## config.mk

```make
export PLATFORM = sky130hd
export DESIGN_NAME = radix_integer_to_ascii
export DESIGN_NICKNAME = d
export VERILOG_FILES = /design/src/hw/rtl/ritoa_pkg.sv /design/src/hw/rtl/radix_integer_to_ascii.sv /design/src/hw/rtl/ritoa_front.sv /design/src/hw/rtl/ritoa_div.sv /design/src/hw/rtl/ritoa_back.sv
export VERILOG_INCLUDE_DIRS = /design/src /design/src/hw/rtl
export SDC_FILE = /design/constraint.sdc
export NUM_CORES = 1
export LEC_CHECK = 0
export BUFFER_PORTS_ARGS = -buffer_cell sky130_fd_sc_hd__buf_2
export CORE_AREA = 4 4 208 210
export DETAILED_ROUTE_END_ITERATION = 10
export DIE_AREA = 0 0 212 214
export GPL_TIMING_DRIVEN = 0
export PLACE_DENSITY_LB_ADDON = 0.25
export SYNTH_ARGS = -nofsm -noshare
export SYNTH_HDL_FRONTEND = slang
export SYNTH_SLANG_ARGS = --single-unit
```

## constraint.sdc

```tcl
create_clock -name clk -period 8.5 [get_ports clk]
set_input_delay 0.425 -clock clk [delete_from_list [all_inputs] [get_ports clk]]
set_output_delay 0.425 -clock clk [all_outputs]
set_load 0.01 [all_outputs]
```

## src/hw/rtl/radix_integer_to_ascii_defines.svh

```systemverilog
// Assertion macros for the radix integer to ASCII converter.
// Used by the top level; expects clk and rst_n in scope.
`ifndef RADIX_INTEGER_TO_ASCII_DEFINES_SVH
`define RADIX_INTEGER_TO_ASCII_DEFINES_SVH

// same-cycle implication, checked outside reset
`define RITOA_ASSERT_NOW(lbl, ante, cons, msg) \
  lbl: assert property (@(posedge clk) disable iff (!rst_n) (ante) |-> (cons)) else $error(msg);

// next-cycle implication, checked outside reset
`define RITOA_ASSERT_NEXT(lbl, ante, cons, msg) \
  lbl: assert property (@(posedge clk) disable iff (!rst_n) (ante) |=> (cons)) else $error(msg);

`endif

```

## src/hw/rtl/ritoa_pkg.sv

```systemverilog
// Shared constants, types and functions of the radix integer to ASCII converter.
// No dependencies.
package ritoa_pkg;

  localparam int VALUE_BITS = 32;
  localparam int MAX_DIGITS = 32;
  localparam int DIG_AW     = $clog2(MAX_DIGITS);
  localparam int DIV_CW     = $clog2(VALUE_BITS);
  localparam int RADIX_W    = 6;

  localparam logic [RADIX_W-1:0] RADIX_MIN   = 6'd2;
  localparam logic [RADIX_W-1:0] RADIX_MAX   = 6'd36;
  localparam logic [RADIX_W-1:0] RADIX_RESET = 6'd10;
  localparam logic [RADIX_W-1:0] TOP_DIGIT   = 6'd35;
  localparam logic [RADIX_W-1:0] DEC_DIGITS  = 6'd10;

  localparam logic [7:0] ASCII_ZERO   = 8'h30;
  localparam logic [7:0] ASCII_LOWA   = 8'h61;
  localparam logic [7:0] CHAR_INVALID = 8'h00;

  localparam logic REG_RADIX = 1'b0;

  typedef logic [RADIX_W-1:0] radix_t;

  typedef struct packed {
    logic                  bad;
    logic [VALUE_BITS-1:0] number;
  } job_t;

  function automatic logic [7:0] digit_char(input logic [RADIX_W-1:0] d);
    logic [RADIX_W-1:0] dc;
    dc = (d > TOP_DIGIT) ? TOP_DIGIT : d;
    if (dc < DEC_DIGITS) begin
      return ASCII_ZERO + 8'(dc);
    end
    return ASCII_LOWA + 8'(dc - DEC_DIGITS);
  endfunction

endpackage

```

## src/hw/rtl/radix_integer_to_ascii.sv

```systemverilog
// Top level of the radix integer to ASCII converter: radix register, front end, back end.
// Depends on ritoa_pkg, ritoa_front, ritoa_back and radix_integer_to_ascii_defines.svh.
//
//  channel  | handshake          | payload
//  ---------+--------------------+-------------------------------------------
//  input    | in_push / in_full  | in_number
//  result   | out_pop / out_empty| out_char_code, out_last_char, out_bad_radix
//  config   | psel/penable/pready| paddr, pwrite, pwdata, prdata
//
// Each digit is computed in the bit-serial divider and each character is read back
// from the digit store; an item gives up to 32 digits, and the next item waits for idle.
// A bad radix gives its single result once the item is taken and the result register is free.
// Reset is synchronous on rst_n; it sets radix to 10 and empties both sides.
// The front queue holds two items; the result register waits on out_pop.
`include "radix_integer_to_ascii_defines.svh"
module radix_integer_to_ascii (
  input  logic        clk,
  input  logic        rst_n,
  input  logic        in_push,
  output logic        in_full,
  input  logic [ritoa_pkg::VALUE_BITS-1:0] in_number,
  output logic        out_empty,
  input  logic        out_pop,
  output logic [7:0]  out_char_code,
  output logic        out_last_char,
  output logic        out_bad_radix,
  input  logic        psel,
  input  logic        penable,
  input  logic        pwrite,
  input  logic [2:0]  paddr,
  input  logic [31:0] pwdata,
  output logic [31:0] prdata,
  output logic        pready
);
  import ritoa_pkg::*;

  radix_t     radix_r, radix_nxt;
  logic       q_empty;
  logic       q_pop;
  job_t       q_job;
  logic       cfg_wr;
  logic       out_bad_vld;
  logic       out_is_digit;
  logic       out_wait;
  logic [9:0] out_word;

  assign pready = 1'b1;
  assign cfg_wr = psel && penable && pwrite && pready && (paddr[2] == REG_RADIX);
  assign prdata = (paddr[2] == REG_RADIX) ? 32'(radix_r) : '0;

  always_comb begin
    radix_nxt = cfg_wr ? pwdata[RADIX_W-1:0] : radix_r;
  end

  always_ff @(posedge clk) begin
    if (!rst_n) begin
      radix_r <= RADIX_RESET;
    end else begin
      radix_r <= radix_nxt;
    end
  end

  ritoa_front u_front (
    .clk       (clk),
    .rst_n     (rst_n),
    .radix     (radix_r),
    .in_push   (in_push),
    .in_full   (in_full),
    .in_number (in_number),
    .q_empty   (q_empty),
    .q_pop     (q_pop),
    .q_job     (q_job)
  );

  ritoa_back u_back (
    .clk           (clk),
    .rst_n         (rst_n),
    .radix         (radix_r),
    .q_empty       (q_empty),
    .q_pop         (q_pop),
    .q_job         (q_job),
    .out_empty     (out_empty),
    .out_pop       (out_pop),
    .out_char_code (out_char_code),
    .out_last_char (out_last_char),
    .out_bad_radix (out_bad_radix)
  );

  assign out_bad_vld  = !out_empty && out_bad_radix;
  assign out_is_digit = ((out_char_code >= 8'h30) && (out_char_code <= 8'h39)) ||
                        ((out_char_code >= 8'h61) && (out_char_code <= 8'h7a));
  assign out_wait     = !out_empty && !out_pop;
  assign out_word     = {out_char_code, out_last_char, out_bad_radix};

  `RITOA_ASSERT_NOW(a_bad_is_last, out_bad_vld, out_last_char, "bad radix item not last")
  `RITOA_ASSERT_NOW(a_bad_is_nul, out_bad_vld, out_char_code == CHAR_INVALID, "bad radix not NUL")
  `RITOA_ASSERT_NOW(a_char_range, !out_empty && !out_bad_radix, out_is_digit, "char not a digit")
  `RITOA_ASSERT_NEXT(a_out_hold, out_wait, !out_empty && $stable(out_word), "waiting item changed")

endmodule

```

## src/hw/rtl/ritoa_front.sv

```systemverilog
// Front end: accepts items, flags a bad radix, holds them in a two-entry queue.
// Depends on ritoa_pkg.
module ritoa_front (
  input  logic              clk,
  input  logic              rst_n,
  input  ritoa_pkg::radix_t radix,
  input  logic              in_push,
  output logic              in_full,
  input  logic [ritoa_pkg::VALUE_BITS-1:0] in_number,
  output logic              q_empty,
  input  logic              q_pop,
  output ritoa_pkg::job_t   q_job
);
  import ritoa_pkg::*;

  job_t       q_mem [2];
  logic       wr_ptr_r, wr_ptr_nxt;
  logic       rd_ptr_r, rd_ptr_nxt;
  logic [1:0] cnt_r, cnt_nxt;
  logic       push_ok, pop_ok;
  job_t       new_job;

  assign in_full = (cnt_r == 2'd2);
  assign q_empty = (cnt_r == 2'd0);
  assign q_job   = q_mem[rd_ptr_r];
  assign push_ok = in_push && !in_full;
  assign pop_ok  = q_pop && !q_empty;

  always_comb begin
    new_job.bad    = (radix < RADIX_MIN) || (radix > RADIX_MAX);
    new_job.number = in_number;
    wr_ptr_nxt     = push_ok ? ~wr_ptr_r : wr_ptr_r;
    rd_ptr_nxt     = pop_ok ? ~rd_ptr_r : rd_ptr_r;
    cnt_nxt        = cnt_r + 2'(push_ok) - 2'(pop_ok);
  end

  always_ff @(posedge clk) begin
    if (!rst_n) begin
      wr_ptr_r <= 1'b0;
      rd_ptr_r <= 1'b0;
      cnt_r    <= 2'd0;
    end else begin
      wr_ptr_r <= wr_ptr_nxt;
      rd_ptr_r <= rd_ptr_nxt;
      cnt_r    <= cnt_nxt;
    end
  end

  always_ff @(posedge clk) begin
    if (push_ok) begin
      q_mem[wr_ptr_r] <= new_job;
    end
  end

endmodule

```

## src/hw/rtl/ritoa_div.sv

```systemverilog
// Bit-serial restoring divider: one quotient bit per cycle.
// Depends on ritoa_pkg.
module ritoa_div (
  input  logic              clk,
  input  logic              rst_n,
  input  logic              start,
  input  logic [ritoa_pkg::VALUE_BITS-1:0] dividend,
  input  ritoa_pkg::radix_t divisor,
  output logic              done,
  output logic [ritoa_pkg::VALUE_BITS-1:0] quot,
  output ritoa_pkg::radix_t rem
);
  import ritoa_pkg::*;

  logic                  busy_r, busy_nxt;
  logic                  done_r, done_nxt;
  logic [DIV_CW-1:0]     cnt_r, cnt_nxt;
  logic [VALUE_BITS-1:0] qr_r, qr_nxt;
  radix_t                rem_r, rem_nxt;
  radix_t                div_r, div_nxt;
  logic [RADIX_W:0]      rem_sh;
  logic                  ge;

  assign done = done_r;
  assign quot = qr_r;
  assign rem  = rem_r;

  always_comb begin
    rem_sh   = {rem_r, qr_r[VALUE_BITS-1]};
    ge       = rem_sh >= {1'b0, div_r};
    busy_nxt = busy_r;
    done_nxt = 1'b0;
    cnt_nxt  = cnt_r;
    qr_nxt   = qr_r;
    rem_nxt  = rem_r;
    div_nxt  = div_r;
    if (start) begin
      busy_nxt = 1'b1;
      cnt_nxt  = DIV_CW'(VALUE_BITS - 1);
      qr_nxt   = dividend;
      rem_nxt  = '0;
      div_nxt  = divisor;
    end else if (busy_r) begin
      qr_nxt  = {qr_r[VALUE_BITS-2:0], ge};
      rem_nxt = ge ? RADIX_W'(rem_sh - {1'b0, div_r}) : RADIX_W'(rem_sh);
      cnt_nxt = cnt_r - 1'b1;
      if (cnt_r == '0) begin
        busy_nxt = 1'b0;
        done_nxt = 1'b1;
      end
    end
  end

  always_ff @(posedge clk) begin
    if (!rst_n) begin
      busy_r <= 1'b0;
      done_r <= 1'b0;
      cnt_r  <= '0;
    end else begin
      busy_r <= busy_nxt;
      done_r <= done_nxt;
      cnt_r  <= cnt_nxt;
    end
  end

  always_ff @(posedge clk) begin
    qr_r  <= qr_nxt;
    rem_r <= rem_nxt;
    div_r <= div_nxt;
  end

endmodule

```

## src/hw/rtl/ritoa_back.sv

```systemverilog
// Back end: digit loop over the serial divider, digit store, reverse readout
// into the result register. Depends on ritoa_pkg and ritoa_div.
module ritoa_back (
  input  logic              clk,
  input  logic              rst_n,
  input  ritoa_pkg::radix_t radix,
  input  logic              q_empty,
  output logic              q_pop,
  input  ritoa_pkg::job_t   q_job,
  output logic              out_empty,
  input  logic              out_pop,
  output logic [7:0]        out_char_code,
  output logic              out_last_char,
  output logic              out_bad_radix
);
  import ritoa_pkg::*;

  localparam logic [2:0] ST_IDLE = 3'd0;
  localparam logic [2:0] ST_DIV  = 3'd1;
  localparam logic [2:0] ST_RD   = 3'd2;
  localparam logic [2:0] ST_PUT  = 3'd3;
  localparam logic [2:0] ST_BAD  = 3'd4;

  logic [2:0]            state_r, state_nxt;
  logic [DIG_AW-1:0]     idx_r, idx_nxt;
  logic                  out_vld_r, out_vld_nxt;
  logic [7:0]            char_r, char_nxt;
  logic                  last_r, last_nxt;
  logic                  bad_r, bad_nxt;
  logic [RADIX_W-1:0]    store_mem [MAX_DIGITS];
  logic [RADIX_W-1:0]    rd_data_r;
  logic                  wr_en;
  logic                  slot_free;
  logic                  div_start;
  logic [VALUE_BITS-1:0] div_dividend;
  logic                  div_done;
  logic [VALUE_BITS-1:0] div_quot;
  radix_t                div_rem;

  ritoa_div u_div (
    .clk      (clk),
    .rst_n    (rst_n),
    .start    (div_start),
    .dividend (div_dividend),
    .divisor  (radix),
    .done     (div_done),
    .quot     (div_quot),
    .rem      (div_rem)
  );

  assign slot_free     = !out_vld_r || out_pop;
  assign out_empty     = !out_vld_r;
  assign out_char_code = char_r;
  assign out_last_char = last_r;
  assign out_bad_radix = bad_r;

  always_comb begin
    state_nxt    = state_r;
    idx_nxt      = idx_r;
    out_vld_nxt  = out_pop ? 1'b0 : out_vld_r;
    char_nxt     = char_r;
    last_nxt     = last_r;
    bad_nxt      = bad_r;
    q_pop        = 1'b0;
    wr_en        = 1'b0;
    div_start    = 1'b0;
    div_dividend = q_job.number;
    case (state_r)
      ST_IDLE: begin
        if (!q_empty) begin
          q_pop = 1'b1;
          if (q_job.bad) begin
            state_nxt = ST_BAD;
          end else begin
            div_start = 1'b1;
            idx_nxt   = '0;
            state_nxt = ST_DIV;
          end
        end
      end
      ST_DIV: begin
        div_dividend = div_quot;
        if (div_done) begin
          wr_en = 1'b1;
          if ((div_quot != '0) && (idx_r != DIG_AW'(MAX_DIGITS - 1))) begin
            idx_nxt   = idx_r + 1'b1;
            div_start = 1'b1;
          end else begin
            state_nxt = ST_RD;
          end
        end
      end
      ST_RD: begin
        state_nxt = ST_PUT;
      end
      ST_PUT: begin
        if (slot_free) begin
          out_vld_nxt = 1'b1;
          char_nxt    = digit_char(rd_data_r);
          last_nxt    = (idx_r == '0);
          bad_nxt     = 1'b0;
          if (idx_r == '0) begin
            state_nxt = ST_IDLE;
          end else begin
            idx_nxt   = idx_r - 1'b1;
            state_nxt = ST_RD;
          end
        end
      end
      ST_BAD: begin
        if (slot_free) begin
          out_vld_nxt = 1'b1;
          char_nxt    = CHAR_INVALID;
          last_nxt    = 1'b1;
          bad_nxt     = 1'b1;
          state_nxt   = ST_IDLE;
        end
      end
      default: begin
        state_nxt = ST_IDLE;
      end
    endcase
  end

  always_ff @(posedge clk) begin
    if (!rst_n) begin
      state_r   <= ST_IDLE;
      out_vld_r <= 1'b0;
    end else begin
      state_r   <= state_nxt;
      out_vld_r <= out_vld_nxt;
    end
  end

  always_ff @(posedge clk) begin
    idx_r  <= idx_nxt;
    char_r <= char_nxt;
    last_r <= last_nxt;
    bad_r  <= bad_nxt;
  end

  // digit store, least significant digit at index 0
  always_ff @(posedge clk) begin
    if (wr_en) begin
      store_mem[idx_r] <= div_rem;
    end
    rd_data_r <= store_mem[idx_r];
  end

endmodule
```

* After elaboration in Yosys (flattened, before gate mapping) *
Memory sizes are Yosys's and may differ from the RTL's. A register that Yosys moved wholly into a read port is not among the register bits.
Index checks and enable logic that the tools add are counted.

storage, ports and cells
  register bits = 80
  RAM bits = 258
  output and inout port bits = 45
  logic and storage cells = 135
  memories = 2

operators by class
  $add $sub $neg = 9
  $lt $le $gt $ge = 5
  equal/unequal tests = 15
  multiplexer cells = 58
  bitwise logic cells = 5
  reduce and logical (&&, ||, !) cells = 25

memories
  memory            depth  width  rd ports  clocked after memory_dff  wr ports  line               source
  u_back.store_mem  32     6      1         1                         1         ritoa_back.sv:30   logic [RADIX_W-1:0] store_mem [MAX_DIGITS];
  u_front.q_mem     2      33     1         1                         1         ritoa_front.sv:16  job_t q_mem [2];

operators by type and width
  operator                                                    number
  2-to-1 mux 32 bit                                           3
  2-to-1 mux 5 bit                                            8
  2-to-1 mux 8 bit                                            4
  nonzero test 32 bit                                         1
  2-to-1 mux 1 bit                                            27
  2-to-1 mux 3 bit                                            6
  2-to-1 mux 6 bit                                            3
  one-hot mux 8 bit (2 select lines)                          1
  one-hot mux 3 bit (5 select lines)                          1
  one-hot mux 5 bit (3 select lines)                          1
  greater-than comparator 6 bit, second input constant        2
  inequality test 2 bit, second input constant                6
  zero test 5 bit                                             2
  subtractor 5 x 1 -> 5 bit, second input constant            2
  adder 7 x 8 -> 8 bit, first input constant                  1
  adder 6 x 6 -> 7 bit, first input constant                  1
  greater-or-equal comparator 7 x 6 -> 1 bit                  1
  AND reduction 7 bit                                         1
  subtractor 6 x 4 -> 7 bit, second input constant            1
  equality test 3 x 2 -> 1 bit, second input constant         2
  logical AND 1 bit                                           6
  less-than comparator 6 x 2 -> 1 bit, second input constant  1
  less-than comparator 6 x 4 -> 1 bit, second input constant  1
  inequality test 2 x 1 -> 1 bit, second input constant       3
  other kinds (22)                                            32

* Logic depth before layout (Yosys ltp) *
  word-level depth = 9
  depth in mapped cells = 10
  mapped depth without buffers = 9

* By module *
A second synthesis with hierarchy kept.

unflattened totals
  cells, all modules = 908
  area total of the unflattened synthesis = 15075.7 um2

modules (own cells, without submodules)
  module                  times used  cells each  area each (um2)  sequential area each (um2)
  ritoa_back              1           531         9374.0           6416.2
  ritoa_front             1           134         2768.9           2082.0
  ritoa_div               1           181         2409.8           1401.3
  radix_integer_to_ascii  1           62          523.0            120.1

* Worst setup path before layout *
Ideal clock, no wire load.

  path type = register to register
  start = reg u_back.u_div.qr_r[16], in the netlist u_back.u_div.quot[16]
  end = reg u_back.u_div.qr_r[0], in the netlist u_back.u_div.quot[0], enable pin
  setup time = 0.466 ns
  arrival = 3.697 ns
  data required time = 8.034 ns
  slack = 4.338 ns
  stages on the path, launching flop included = 8
  cells stage by stage = edfxtp_1 nor4_1 nand4_1 o21ai_2 o21ai_2 buf_6 buf_2 o21ai_0

between the ends
  cells in the longest elaborated chain, start to end = 7

ends and longest elaborated chain
  item                                                                   line              source
  start, declared                                                        ritoa_div.sv:18   logic [VALUE_BITS-1:0] qr_r, qr_nxt;
  start signal, assigned                                                 ritoa_div.sv:67   qr_r <= qr_nxt;
  nonzero test 32 bit *                                                  ritoa_back.sv:85  if ((div_quot != '0) && (idx_r != DIG_AW'(MAX_DIGITS - 1))) begin
  logical AND 1 bit *                                                    ritoa_back.sv:85
  2-to-1 mux 1 bit *                                                     ritoa_back.sv:85
  2-to-1 mux 1 bit *                                                     ritoa_back.sv:83  if (div_done) begin
  one-hot mux 1 bit (2 select lines) *                                   ritoa_back.sv:68  case (state_r)
  net u_back.div_start                                                   ritoa_back.sv:34  logic div_start;
  inequality test 2 bit (no line) or nonzero test 2 bit (tied branches)  n/a
  AND reduction 2 bit (no line) *                                        n/a

The timed path passes the listed nets; every way through them passes the cells marked *.
A chain may end at the register's enable or synchronous reset.

* Worst setup path after layout *
  start = reg u_back.idx_r[1]
  end = mem u_back.store_mem[10][4], enable pin

RTL lines
  item                    line               source
  start, declared         ritoa_back.sv:25   logic [DIG_AW-1:0] idx_r, idx_nxt;
  start signal, assigned  ritoa_back.sv:136  idx_r <= idx_nxt;
  end, declared           ritoa_back.sv:30

Straight into the memory's write port.

==> run metrics <==
latest clock arrival within the worst-skew pair=between 0.5 and 0.6 ns; CP Max Fanout=10; Tcrit/Tclk final=36.4%; die area=45400 um^2; Starting DRT DRC Count=around 500; switching power=1.72 mW; height of the die=approximately 210 um; Final Hold Fails=0; minimum clock period=around 3.1 ns; Syn Area/Cell=about 17 um^2; Comb pwr share=28.8%; CTS tree=done; Worst Setup End Kind=flip-flop; dpl hpwl=20000 um; initial antenna violation count=2; routed vias=~7600; crit path kind=flip-flop to flip-flop; Peak Freq=between 300 and 400 MHz; Reg clk slew, reported paths=roughly 0.060 ns; RSZ-0062 raised after global routing=no; average vias per placed instance=about 4.9; IO buf count=63; Routed WL=29900 um; setup_tns=0 ns; Die Width=roughly 210 um; Synth cell types=58; switching share of power=between 30% and 40%; CTS H-tree depth=2; crit path DAT=about 3.2 ns; register area share after synthesis=69.6%; max_slew headroom=12.4%; Clk pwr share=27.2%; Slew Limit Fails=0; max_cap viols=0; first-pass GRT wire length=between 40000 and 50000 um; cts bufs inserted=37; drt drc=0; gr ovfl total=0; WL/cell=roughly 19 um; Worst Clk Skew=around 0.024 ns; Initial Util=roughly a third; Seq pwr share=44.1%; I/O pin total=119; GRT Overall Usage=13.2%; Async SR Flop Fraction=0%; Post-CTS Setup Bufs=0; PD cells=337 nW/um^2; Nets=1084; Setup-failing EPs final=0; Worst-Margin Slew=1.31 ns; Pint=about 3.9 mW; status=finished, final reports clean; largest net degree at the start of global routing=36; Core ar.=41600 um^2; Final ANT Viol Nets=0; WP data required=8.65 ns; Main synth FF type=edfxtp_1; Post-Syn Instances=863; Seq cells post-synth=345; vias in the first global route=7974; startpoint types=flip-flop; final core utilization=40.1%; DRT Pass-1 Iters=5; # clock sinks=345; area grow syn2layout=15.9%; Synth Warn #=0; EDFF count, synth=311; Leakage=around 5.7 nW; Peak VDD IR=0.170 mV; HP Class=input pin to flip-flop; Root Driver=clkbuf_16; share of layout cells above drive strength 1=around 28%; std cell rows=between 70 and 80; Clock Path Buffers=3; CTS resizes=0; RD Place Congestion=between 0.8 and 0.9; CTS Hold Bufs=0; synthesized cell area=approximately 14000 um^2
[Yosys cell counts (3+ instances only)]
| library cell | instances | area share (%) |
|---|---|---|
| a311oi_1 | 3 | 0.18 |
| inv_1 | 19 | 0.50 |
| a21oi_1 | 31 | 1.1 |
| buf_6 | 3 | 0.23 |
| and2_1 | 7 | 0.30 |
| mux2_2 | 49 | 3.8 |
| o21a_1 | 10 | 0.52 |
| xor2_1 | 8 | 0.49 |
| buf_1 | 3 | 0.078 |
| nor2b_1 | 26 | 1.1 |
| o21ai_1 | 3 | 0.10 |
| nand2_1 | 19 | 0.50 |
| ha_1 | 16 | 1.4 |
| a22oi_1 | 14 | 0.73 |
| edfxtp_1 | 311 | 65 |
| mux2_4 | 14 | 1.5 |
| xnor2_1 | 11 | 0.67 |
| nor2_1 | 66 | 1.7 |
| and3_1 | 3 | 0.13 |
| buf_4 | 28 | 1.5 |
| nand4_1 | 11 | 0.48 |
| mux2i_1 | 13 | 0.90 |
| a31oi_1 | 3 | 0.13 |
| nand3b_1 | 4 | 0.21 |
| mux4_2 | 48 | 7.5 |
| o21ai_0 | 9 | 0.31 |
| clkbuf_1 | 17 | 0.44 |
| dfxtp_1 | 34 | 4.7 |
| nor3_1 | 8 | 0.28 |
| nor3b_1 | 4 | 0.21 |
| buf_2 | 11 | 0.38 |
| nor4_1 | 10 | 0.43 |
| nand3_1 | 5 | 0.17 |
| or3b_2 | 4 | 0.24 |
| nand2b_1 | 4 | 0.17 |
| a21o_1 | 3 | 0.16 |
[cell usage in the layout, fill, tap and decap left out, types with 4 or more instances in the layout]
master	instances
buf_2	74
nor3_1	8
nand3_1	5
nand2b_1	4
nand3b_1	4
conb_1	27
ha_1	16
dfxtp_1	32
mux2i_1	13
nor3b_1	4
nand2_1	19
mux4_2	48
edfxtp_1	311
o21ai_0	8
clkbuf_16	37
mux2_4	14
or3b_2	4
nor2_1	65
mux2_2	49
xnor2_1	11
clkinv_1	5
and2_1	7
xor2_1	8
nor4_1	10
clkbuf_1	29
buf_4	28
inv_1	19
o21a_1	10
a22oi_1	14
clkinv_2	5
nor2b_1	26
a21oi_1	31
nand4_1	11
[path summary, 6_finish.rpt]
kind                                  endpoint  slack [ns]  depth (start not counted)                          start
min             u_front.q_mem[1][18]$_DFFE_PP_        0.09                          1                  in_number[18]
max reg2reg  u_back.store_mem[10][4]$_DFFE_PP_        5.40                          4  u_back.idx_r[1]$_SDFFCE_PN0P_
max          u_back.store_mem[10][4]$_DFFE_PP_        5.40                          4  u_back.idx_r[1]$_SDFFCE_PN0P_
min reg2reg    u_back.u_div.div_r[3]$_DFFE_PP_        0.50                          0        radix_r[3]$_SDFFE_PN1P_
[routing by layer]
metal / vias to the layer above / GRT usage (%) / routed length (um)
li1: 3547 / - / -
met1: 3784 / 18.9 / 13600
met2: 190 / 20.8 / 14200
met3: 40 / 2.56 / 1590
met4: 0 / 3.09 / 575
met5: - / 0 / 0
[power by group through the flow]
stage / Combinational (mW) / Clock, mW / Sequential [mW]
final: 1.62 / 1.53 / 2.48
after global routing: 1.79 / 1.65 / 2.52
after CTS: 1.64 / 1.57 / 2.49
after detailed placement: 1.64 / 0 / 2.52
after global placement: 1.58 / 0 / 2.53
after floorplan: 1.21 / 0 / 2.43
[area by class of cell]
type / count / area, um^2
inverter: 20 / 75.1
clock buffer: 50 / 985
buffer: 62 / 374
multi-input combinational: 461 / 4050
tap: 539 / 674
antenna: 2 / 5.00
fill: 3850 / 24900
sequential: 345 / 10000
clock inverter: 14 / 150
timing repair buffer: 65 / 355
[critical path, stage by stage, from the launching register on]
cell,delay (ns)
edfxtp_1,0.42
buf_2,0.29
buf_1,0.59
nand4b_1,0.69
nor2_1,0.74
[per-stage QoR]
step                hold WS [ns]  setup WS, ns  cells  total power, mW  cell area, um^2
finish                    0.0933          5.40   1558             5.63            16700
global placement           0.503          2.56   1490             4.11            15500
floorplan                  0.439          4.34    888             3.63            14500
CTS                       0.0715          5.24   1556             5.70            16700
detailed placement         0.497          5.25   1492             4.16            15500
global route              0.0756          5.16   1556             5.96            16700
[state kept, by name (all words and copies together) (netlist names), named ones only]
register              flops
u_back.store_mem        192
u_front.q_mem            66
u_back.u_div.quot        32
u_back.out_char_code      8
radix_r                   6
u_back.rd_data_r          6
u_back.u_div.div_r        6
u_back.u_div.rem          6
u_back.idx_r              5
u_back.u_div.cnt_r        5
u_back.state_r            3
u_front.cnt_r             2
u_back.out_bad_radix      1
u_back.out_last_char      1
u_back.out_vld_r          1
u_back.u_div.busy_r       1
u_back.u_div.done         1
u_front.rd_ptr_r          1
u_front.wr_ptr_r          1
[cell families (layout without fill, tap and decap cells)]
logic type / count (synthesis) / after routing / share of synthesized area [%]
AOI/OAI and AO/OA: 92 / 92 / 4.17
xor gates and xnor gates: 19 / 19 / 1.16
adders and majority gates: 18 / 18 / 1.67
buffers and inverters: 82 / 211 / 3.12
DFF: 345 / 345 / 69.6
muxes: 124 / 124 / 13.7
other: 2 / 29 / 0.0521
and+or+nand+nor: 181 / 181 / 6.57
Note: power is estimated with default switching activity, not from simulation.
